### config.mk
export PLATFORM = sky130hd
export DESIGN_NAME = length_prefixed_command_framer
export DESIGN_NICKNAME = d
export VERILOG_FILES = /design/src/lpcf_pkg.sv /design/src/length_prefixed_command_framer.sv /design/src/lpcf_cfg.sv
export SDC_FILE = /design/constraint.sdc
export NUM_CORES = 1
export LEC_CHECK = 0
export ABC_CLOCK_PERIOD_IN_PS = 6350
export BUFFER_PORTS_ARGS = -buffer_cell sky130_fd_sc_hd__buf_2
export CAP_MARGIN = 10
export CORE_MARGIN = 10
export CORE_UTILIZATION = 58
export DETAILED_ROUTE_END_ITERATION = 7
export GPL_ROUTABILITY_DRIVEN = 1
export PLACE_DENSITY = 0.81
export SETUP_SLACK_MARGIN = 0.2
export SYNTH_ARGS = -nofsm -noshare
export SYNTH_HDL_FRONTEND = slang
export SYNTH_SLANG_ARGS = --single-unit
### constraint.sdc
create_clock -name clk -period 6.35 [get_ports clk]
set_clock_uncertainty 0.2 [all_clocks]
set_input_delay 0.635 -clock clk [delete_from_list [all_inputs] [get_ports clk]]
set_output_delay 0.635 -clock clk [all_outputs]
set_load 0.05 [all_outputs]
### src/lpcf_pkg.sv
// Shared types and constants for the length-prefixed command framer.
// Holds the phase enum, the operation codes and the packed result layout.
// No dependencies.
`default_nettype none

package lpcf_pkg;

  // Framing geometry
  localparam int unsigned HEADER_BYTES = 10;
  localparam int unsigned BUFFER_BYTES = 4096;

  // Header bytes (1-based count after the byte) that carry the big-endian length
  localparam int unsigned LEN_FIRST = 3;
  localparam int unsigned LEN_LAST  = 6;

  // Field widths
  localparam int unsigned CNT_W  = 13;
  localparam int unsigned ADDR_W = 12;
  localparam int unsigned DATA_W = 8;
  localparam int unsigned LEN_W  = 32;

  // Configuration port
  localparam int unsigned CFG_ADDR_W = 3;
  localparam int unsigned CFG_DATA_W = 32;
  localparam logic [CNT_W-1:0] MAX_LEN_RESET = CNT_W'(4096);
  // Register select is paddr[2]: word 0 is max_command_len
  localparam logic REG_MAX_LEN = 1'b0;

  typedef enum logic [1:0] {
    PH_HEADER = 2'd0,
    PH_BODY   = 2'd1,
    PH_READY  = 2'd2,
    PH_ERROR  = 2'd3
  } phase_t;

  typedef enum logic {
    OP_BYTE    = 1'b0,
    OP_CONSUME = 1'b1
  } op_t;

  // Result transaction, last field in the lowest bits, padded to 72 bits
  typedef struct packed {
    logic [2:0]        pad;
    logic              frame_done;
    logic [LEN_W-1:0]  command_length;
    logic [CNT_W-1:0]  bytes_received;
    phase_t            frame_status;
    logic [DATA_W-1:0] buf_data;
    logic [ADDR_W-1:0] buf_addr;
    logic              buf_write;
  } result_t;

endpackage

`default_nettype wire

### src/length_prefixed_command_framer.sv
// Top level of the length-prefixed command framer.
// Depends on lpcf_pkg and lpcf_cfg.
//
// Usage:
//   Input stream (in_*): one transaction per received byte or consume request.
//   in_tuser selects the operation (0 = byte, 1 = consume), in_tdata carries
//   the byte. Each byte is stored at the running count; the total length is
//   read big-endian from header bytes 2 to 5 once the 10-byte header is in.
//   Output stream (out_*): exactly one result transaction per input
//   transaction, giving the buffer write and the frame status after the item.
//   Throughput is one transaction per cycle while in_tready is high; the
//   framing state is updated in the acceptance cycle by a single
//   counter/compare pass, so the next item may follow at once.
//   A two-entry output (result register plus skid register) lets one more
//   transaction in while the receiver stalls; in_tready drops only when both
//   are full.
//   Reset (rst_n low, synchronous) empties the output, returns to the header
//   phase with count and length at zero, and sets max_command_len to 4096.
//   Write the configuration register only while the block is idle.
`default_nettype none

module length_prefixed_command_framer (
  input  wire logic                                clk,
  input  wire logic                                rst_n,
  // Input stream
  input  wire logic                                in_tvalid,
  output logic                                     in_tready,
  input  wire logic [7:0]                          in_tdata,  // [7:0] rx_byte
  input  wire logic                                in_tuser,  // [0] operation
  // Result stream
  output logic                                     out_tvalid,
  input  wire logic                                out_tready,
  // [0] buf_write, [12:1] buf_addr, [20:13] buf_data, [22:21] frame_status,
  // [35:23] bytes_received, [67:36] command_length, [68] frame_done, [71:69] 0
  output logic      [71:0]                         out_tdata,
  // Configuration port
  input  wire logic                                cfg_psel,
  input  wire logic                                cfg_penable,
  input  wire logic                                cfg_pwrite,
  input  wire logic [lpcf_pkg::CFG_ADDR_W-1:0]     cfg_paddr,
  input  wire logic [lpcf_pkg::CFG_DATA_W-1:0]     cfg_pwdata,
  output logic      [lpcf_pkg::CFG_DATA_W-1:0]     cfg_prdata,
  output logic                                     cfg_pready
);

  localparam int unsigned CNT_W = lpcf_pkg::CNT_W;
  localparam int unsigned LEN_W = lpcf_pkg::LEN_W;

  // Framing state
  lpcf_pkg::phase_t   phase_r, phase_nxt;
  logic [CNT_W-1:0]   byte_count_r, byte_count_nxt;
  logic [LEN_W-1:0]   total_length_r, total_length_nxt;
  logic [LEN_W-1:0]   len_acc_r, len_acc_nxt;

  // Output buffering
  lpcf_pkg::result_t  out_r, skid_r, res;
  logic               out_vld_r, skid_vld_r;

  logic [CNT_W-1:0]   max_len;
  logic [CNT_W-1:0]   cap;
  logic [CNT_W-1:0]   cnt_inc;
  logic               in_acc;
  logic               consume;
  logic               collecting;
  logic               full;
  logic               store;
  logic               hdr_store;
  logic               hdr_done;
  logic               len_bad;

  lpcf_cfg u_cfg (
    .clk         (clk),
    .rst_n       (rst_n),
    .cfg_psel    (cfg_psel),
    .cfg_penable (cfg_penable),
    .cfg_pwrite  (cfg_pwrite),
    .cfg_paddr   (cfg_paddr),
    .cfg_pwdata  (cfg_pwdata),
    .cfg_prdata  (cfg_prdata),
    .cfg_pready  (cfg_pready),
    .max_len     (max_len)
  );

  // ---------------------------------------------------------------------
  // Handshake: hold off only when the skid register is occupied
  // ---------------------------------------------------------------------
  assign in_tready  = !skid_vld_r;
  assign in_acc     = in_tvalid && in_tready;
  assign out_tvalid = out_vld_r;
  assign out_tdata  = out_r;

  // ---------------------------------------------------------------------
  // Datapath: count, length shift register and buffer write
  // ---------------------------------------------------------------------
  // Effective capacity: smaller of the register and the buffer size
  assign cap = (max_len > CNT_W'(lpcf_pkg::BUFFER_BYTES)) ?
               CNT_W'(lpcf_pkg::BUFFER_BYTES) : max_len;

  assign consume    = in_acc && (in_tuser == lpcf_pkg::OP_CONSUME);
  assign collecting = (phase_r == lpcf_pkg::PH_HEADER) || (phase_r == lpcf_pkg::PH_BODY);
  assign full       = byte_count_r >= cap;
  assign cnt_inc    = byte_count_r + CNT_W'(1);
  assign store      = in_acc && (in_tuser == lpcf_pkg::OP_BYTE) && collecting && !full;
  assign hdr_store  = store && (phase_r == lpcf_pkg::PH_HEADER);
  assign hdr_done   = hdr_store && (cnt_inc == CNT_W'(lpcf_pkg::HEADER_BYTES));

  always_comb begin
    byte_count_nxt   = byte_count_r;
    len_acc_nxt      = len_acc_r;
    total_length_nxt = total_length_r;
    if (consume) begin
      byte_count_nxt   = '0;
      len_acc_nxt      = '0;
      total_length_nxt = '0;
    end else if (store) begin
      byte_count_nxt = cnt_inc;
      // Shift in the big-endian length bytes
      if (hdr_store && (cnt_inc >= CNT_W'(lpcf_pkg::LEN_FIRST)) &&
          (cnt_inc <= CNT_W'(lpcf_pkg::LEN_LAST))) begin
        len_acc_nxt = {len_acc_r[LEN_W-9:0], in_tdata};
      end
      if (hdr_done) begin
        total_length_nxt = len_acc_nxt;
      end
    end
  end

  assign len_bad = (len_acc_nxt < LEN_W'(lpcf_pkg::HEADER_BYTES)) ||
                   (len_acc_nxt > LEN_W'(max_len)) ||
                   (len_acc_nxt > LEN_W'(lpcf_pkg::BUFFER_BYTES));

  // ---------------------------------------------------------------------
  // Phase: next state
  // ---------------------------------------------------------------------
  always_comb begin
    phase_nxt = phase_r;
    if (consume) begin
      phase_nxt = lpcf_pkg::PH_HEADER;
    end else if (in_acc) begin
      unique case (phase_r)
        lpcf_pkg::PH_HEADER: begin
          if (full) begin
            phase_nxt = lpcf_pkg::PH_ERROR;
          end else if (hdr_done) begin
            priority if (len_bad) begin
              phase_nxt = lpcf_pkg::PH_ERROR;
            end else if (len_acc_nxt == LEN_W'(lpcf_pkg::HEADER_BYTES)) begin
              phase_nxt = lpcf_pkg::PH_READY;
            end else begin
              phase_nxt = lpcf_pkg::PH_BODY;
            end
          end
        end
        lpcf_pkg::PH_BODY: begin
          if (full) begin
            phase_nxt = lpcf_pkg::PH_ERROR;
          end else if (LEN_W'(cnt_inc) == total_length_r) begin
            phase_nxt = lpcf_pkg::PH_READY;
          end
        end
        // Ready or error: drop bytes, hold until consumed
        lpcf_pkg::PH_READY, lpcf_pkg::PH_ERROR: phase_nxt = phase_r;
        default: phase_nxt = lpcf_pkg::PH_ERROR;
      endcase
    end
  end

  // ---------------------------------------------------------------------
  // Result for the accepted transaction
  // ---------------------------------------------------------------------
  always_comb begin
    res                = '0;
    res.buf_write      = store;
    res.buf_addr       = store ? byte_count_r[lpcf_pkg::ADDR_W-1:0] : '0;
    res.buf_data       = store ? in_tdata : '0;
    res.frame_status   = phase_nxt;
    res.bytes_received = byte_count_nxt;
    res.command_length = total_length_nxt;
    res.frame_done     = (phase_nxt == lpcf_pkg::PH_READY) ||
                         (phase_nxt == lpcf_pkg::PH_ERROR);
  end

  // ---------------------------------------------------------------------
  // State registers
  // ---------------------------------------------------------------------
  always_ff @(posedge clk) begin
    if (!rst_n) begin
      phase_r        <= lpcf_pkg::PH_HEADER;
      byte_count_r   <= '0;
      total_length_r <= '0;
      len_acc_r      <= '0;
    end else begin
      phase_r        <= phase_nxt;
      byte_count_r   <= byte_count_nxt;
      total_length_r <= total_length_nxt;
      len_acc_r      <= len_acc_nxt;
    end
  end

  // ---------------------------------------------------------------------
  // Output register with skid: advance the skid entry when the output drains
  // ---------------------------------------------------------------------
  always_ff @(posedge clk) begin
    if (!rst_n) begin
      out_vld_r  <= 1'b0;
      skid_vld_r <= 1'b0;
    end else begin
      if (skid_vld_r) begin
        if (out_tready) begin
          skid_vld_r <= 1'b0;
        end
      end else if (in_acc) begin
        if (!out_vld_r || out_tready) begin
          out_vld_r <= 1'b1;
        end else begin
          skid_vld_r <= 1'b1;
        end
      end else if (out_tready) begin
        out_vld_r <= 1'b0;
      end
    end
  end

  always_ff @(posedge clk) begin
    if (skid_vld_r) begin
      if (out_tready) begin
        out_r <= skid_r;
      end
    end else if (in_acc) begin
      if (!out_vld_r || out_tready) begin
        out_r <= res;
      end else begin
        skid_r <= res;
      end
    end
  end

  // ---------------------------------------------------------------------
  // Assertions
  // ---------------------------------------------------------------------
  a_skid_implies_out: assert property (@(posedge clk) disable iff (!rst_n)
    skid_vld_r |-> out_vld_r)
    else $error("skid entry held with empty output register");

  a_done_matches_status: assert property (@(posedge clk) disable iff (!rst_n)
    out_vld_r |-> (out_r.frame_done == out_r.frame_status[1]))
    else $error("frame_done disagrees with frame_status");

  a_no_write_zero_fields: assert property (@(posedge clk) disable iff (!rst_n)
    (out_vld_r && !out_r.buf_write) |-> (out_r.buf_addr == '0 && out_r.buf_data == '0))
    else $error("address or data set without a buffer write");

  a_count_in_range: assert property (@(posedge clk) disable iff (!rst_n)
    byte_count_r <= CNT_W'(lpcf_pkg::BUFFER_BYTES))
    else $error("byte count beyond buffer size");

  a_ready_drops_bytes: assert property (@(posedge clk) disable iff (!rst_n)
    (in_acc && in_tuser == lpcf_pkg::OP_BYTE && phase_r == lpcf_pkg::PH_READY)
    |=> (phase_r == lpcf_pkg::PH_READY && $stable(byte_count_r)))
    else $error("byte taken while a frame is ready");

endmodule

`default_nettype wire

### src/lpcf_cfg.sv
// APB-style configuration register block for the command framer.
// Holds max_command_len; depends on lpcf_pkg.
`default_nettype none

module lpcf_cfg (
  input  wire logic                               clk,
  input  wire logic                               rst_n,
  input  wire logic                               cfg_psel,
  input  wire logic                               cfg_penable,
  input  wire logic                               cfg_pwrite,
  input  wire logic [lpcf_pkg::CFG_ADDR_W-1:0]    cfg_paddr,
  input  wire logic [lpcf_pkg::CFG_DATA_W-1:0]    cfg_pwdata,
  output logic      [lpcf_pkg::CFG_DATA_W-1:0]    cfg_prdata,
  output logic                                    cfg_pready,
  output logic      [lpcf_pkg::CNT_W-1:0]         max_len
);

  logic [lpcf_pkg::CNT_W-1:0] max_len_r;
  logic                       wr_max_len;

  assign cfg_pready = 1'b1;
  assign wr_max_len = cfg_psel && cfg_penable && cfg_pwrite && cfg_pready &&
                      (cfg_paddr[2] == lpcf_pkg::REG_MAX_LEN);

  always_ff @(posedge clk) begin
    if (!rst_n) begin
      max_len_r <= lpcf_pkg::MAX_LEN_RESET;
    end else if (wr_max_len) begin
      max_len_r <= cfg_pwdata[lpcf_pkg::CNT_W-1:0];
    end
  end

  // Unused word reads as zero
  assign cfg_prdata = (cfg_paddr[2] == lpcf_pkg::REG_MAX_LEN) ?
                      lpcf_pkg::CFG_DATA_W'(max_len_r) : '0;
  assign max_len    = max_len_r;

endmodule

`default_nettype wire

==> metrics <==
relative slew slack 34.8%; Post-CTS Hold Buffers 0; fraction of the yosys area taken by sequential cells 55.0%; placed instance area around 12000 µm²; Primary FF master, synth edfxtp_1; Num CTS Buffers 24; Sw Share 25.1%; die width 157 µm; Tmin final roughly 5.8 ns; total wire length 25400 µm; Hold Crit Endpoint u_cfg.max_len[0]$_SDFFE_PN0P_; hold depth 3; Worst Reg-to-Reg Cells 19; Area Overhead vs Synth 13.1%; reg2reg end skid_r[22]$_DFFE_PP_; Mapped Cells between 900 and 1000; # setup viols final 0; core area 18600 µm²; Critical Path RT 6.41 ns; final std cell area, no fill 12400 µm²; mean routed wirelength per cell 19.2 µm; Pint 0.00257 W; Critical Path End Type flop; initial cell density of the core 58.8%; GPL Wtd Cong 0.934; CP max FO 26; Std-Cell Rows 50; Slew Viols, Final 0; max-cap check violation count 0; power share of the clock group about two fifths; initial antenna violation count 2; most common cell after layout, fill and taps aside edfxtp_1; Combinational Power Share around a tenth; DIE HEIGHT 157 µm; VDD IR max 220 µV; Critical Path AT 5.83 ns; most frequent cells in the layout 138 x edfxtp_1, 127 x nor2_1, 113 x buf_2; drt via density about 5.7; DPL Wire Length 18000 µm; H-tree depth 1; clk buf depth 3; die area 24800 µm²; Reg2Reg Launch Point u_cfg.max_len[12]$_SDFFE_PN1P_; Syn Area/Cell 11.2 µm²; Hold Vio Cnt, Final 0; vias in the first global route ~7500; top achievable clock speed about 0.17 GHz; clk slew on worst S/H paths around 0.06 ns; R2R setup slack between 0.5 and 0.6 ns; port buffer count 113; fin crit share 90.9%; mapped cell area about 11000 µm²; Antenna Nets Post-Route 0; FF+latch count, synth ~230; Lkg Pwr 5.07 nW; CP Launch Type flop; gr ovfl total 0; synth unique cells 69; CTS sink count 232; GRT Overall Usage 20.4%; crit path from u_cfg.max_len[12]$_SDFFE_PN1P_; I/O pin count 158; Total Nets Final 1151; slew at the pin with the worst max-slew slack 0.975 ns; root buf cell clkbuf_16; Post-synth ARST share 0%; drc violations 0; switching power 0.000864 W; Seq pwr share 48.1%; Power Total 0.00344 W; Setup CP Type flop to flop; Layout fillers between 1000 and 1500; Syn. warnings 0; DRT iter0 DRCs 544; Post-synth EDFFs roughly 140; TNS Setup 0 ns; CTS tree yes; Post-CTS Setup Inserts 0; share of cells above drive strength 1 22.5%; first-pass GRT wire length ~40000 µm; min-delay src cfg_pwdata[0]; status completed; Hold Crit Class input port to flop; largest net degree at the start of global routing 66; First-pass DRT Iterations 5; RSZ-0062 raised after global routing false; Pwr Density 277 nW/µm²; routed vias between 7000 and 8000; latest clock arrival within the worst-skew pair 0.53 ns
## cells by family after synthesis
logic type | share of synthesized area [%]
and+or+nand+nor | 16.0
DFF | 55.0
AOI/OAI and AO/OA | 11.0
buffers and inverters | 4.90
muxes | 7.30
adders and majority gates | 3.42
xor gates and xnor gates | 2.40
other | 0.0685
## what timing repair did
action,CTS,global route
resized for setup,0,2
hold endpoints to repair,0,0
endpoints found under the setup margin,0,2
## worst max-delay path, cell delays in order, from the launching register on
cell        delay (ns)
dfxtp_1           0.38
clkinvlp_4        0.28
nand2_1           0.16
ha_1              0.27
a211oi_2          0.23
nor2_1            0.10
a2111oi_4         0.36
o211ai_1          0.17
or3_2             0.75
buf_4             0.37
mux2i_2           0.43
nor2_1            0.11
ha_1              0.32
nor2b_1           0.13
o21ai_0           0.16
nand2_1           0.07
o221ai_1          0.28
o311ai_2          0.26
o31ai_2           0.39
nand2_1           0.10
## power by group through the flow
stage	Clock [W]	Sequential [W]	Combinational, W
6_report	0.00144	0.00165	0.000342
5_1_grt	0.00151	0.00166	0.000365
4_1_cts	0.00146	0.00165	0.000344
3_5_place_dp	0	0.00169	0.000342
3_3_place_gp	0	0.00168	0.000338
2_1_floorplan	0	0.00180	0.000161
## per-layer routing
layer / GRT usage, % / routed length, µm / vias up
met5: 0 / 0 / -
met4: 5.88 / 533 / 0
met3: 4.26 / 1730 / 40
li1: - / - / 3641
met2: 33.9 / 12000 / 254
met1: 26.3 / 11100 / 3631
## synth_stat cells, types with 6 or more instances
| library cell | n | area, µm² |
|---|---|---|
| clkbuf_1 | 37 | 139 |
| inv_1 | 25 | 93.8 |
| o31ai_1 | 15 | 113 |
| nor2_1 | 128 | 480 |
| nor2b_1 | 6 | 37.5 |
| o21ai_0 | 13 | 65.1 |
| xnor2_1 | 14 | 123 |
| nor3_1 | 20 | 100 |
| a21boi_0 | 15 | 113 |
| mux2i_1 | 32 | 320 |
| buf_2 | 12 | 60.1 |
| edfxtp_1 | 138 | 4140 |
| dfxtp_1 | 94 | 1880 |
| ha_1 | 30 | 375 |
| buf_4 | 24 | 180 |
| nand4_1 | 10 | 62.6 |
| xor2_1 | 16 | 140 |
| mux2_2 | 35 | 394 |
| nand3_1 | 11 | 55.1 |
| and2_1 | 65 | 407 |
| nand2_1 | 79 | 297 |
| a211oi_2 | 25 | 313 |
| a21o_1 | 21 | 158 |
| a21oi_1 | 12 | 60.1 |
| a211oi_1 | 10 | 75.1 |
| nor4_1 | 13 | 81.3 |
## layout make-up
class / instances / area [µm²] / area share [%]
Antenna cell: 2 / 5.00 / 0.0404
Clock inverter: 11 / 125 / 1.01
Inverter: 25 / 97.6 / 0.787
Multi-Input combinational cell: 662 / 4500 / 36.3
Tap cell: 234 / 293 / 2.36
Sequential cell: 232 / 6030 / 48.6
Timing Repair Buffer: 125 / 656 / 5.29
Clock buffer: 33 / 698 / 5.63
## through the flow
stage	instances	hold slack, ns	utilization, %	setup slack, ns
2_1_floorplan	1000	0.257	-	1.22
3_3_place_gp	1278	0.272	62.0	0.646
3_5_place_dp	1278	0.280	62.0	0.511
4_1_cts	1322	0.158	66.4	0.453
5_1_grt	1324	0.168	66.5	0.262
6_report	1324	0.166	66.5	0.575
## flip-flops by register name (all words and copies together), names as in the netlist
name / flops
skid_r: 69
skid_vld_r: 1
total_length_r: 32
out_tdata: 69
out_tvalid: 1
u_cfg.max_len: 13
byte_count_r: 13
len_acc_r: 32
phase_r: 2
## how the worst max path moves through the flow
stage	slack [ns]	endpoint	cells past startpoint
3_5_place_dp	0.51	skid_r[22]$_DFFE_PP_	19
6_report	0.57	skid_r[22]$_DFFE_PP_	19
5_1_grt	0.26	skid_r[68]$_DFFE_PP_	20
2_1_floorplan	1.22	skid_r[22]$_DFFE_PP_	24
4_1_cts	0.45	skid_r[22]$_DFFE_PP_	19
3_3_place_gp	0.65	skid_r[68]$_DFFE_PP_	19
(Power assumes the default switching activity.)
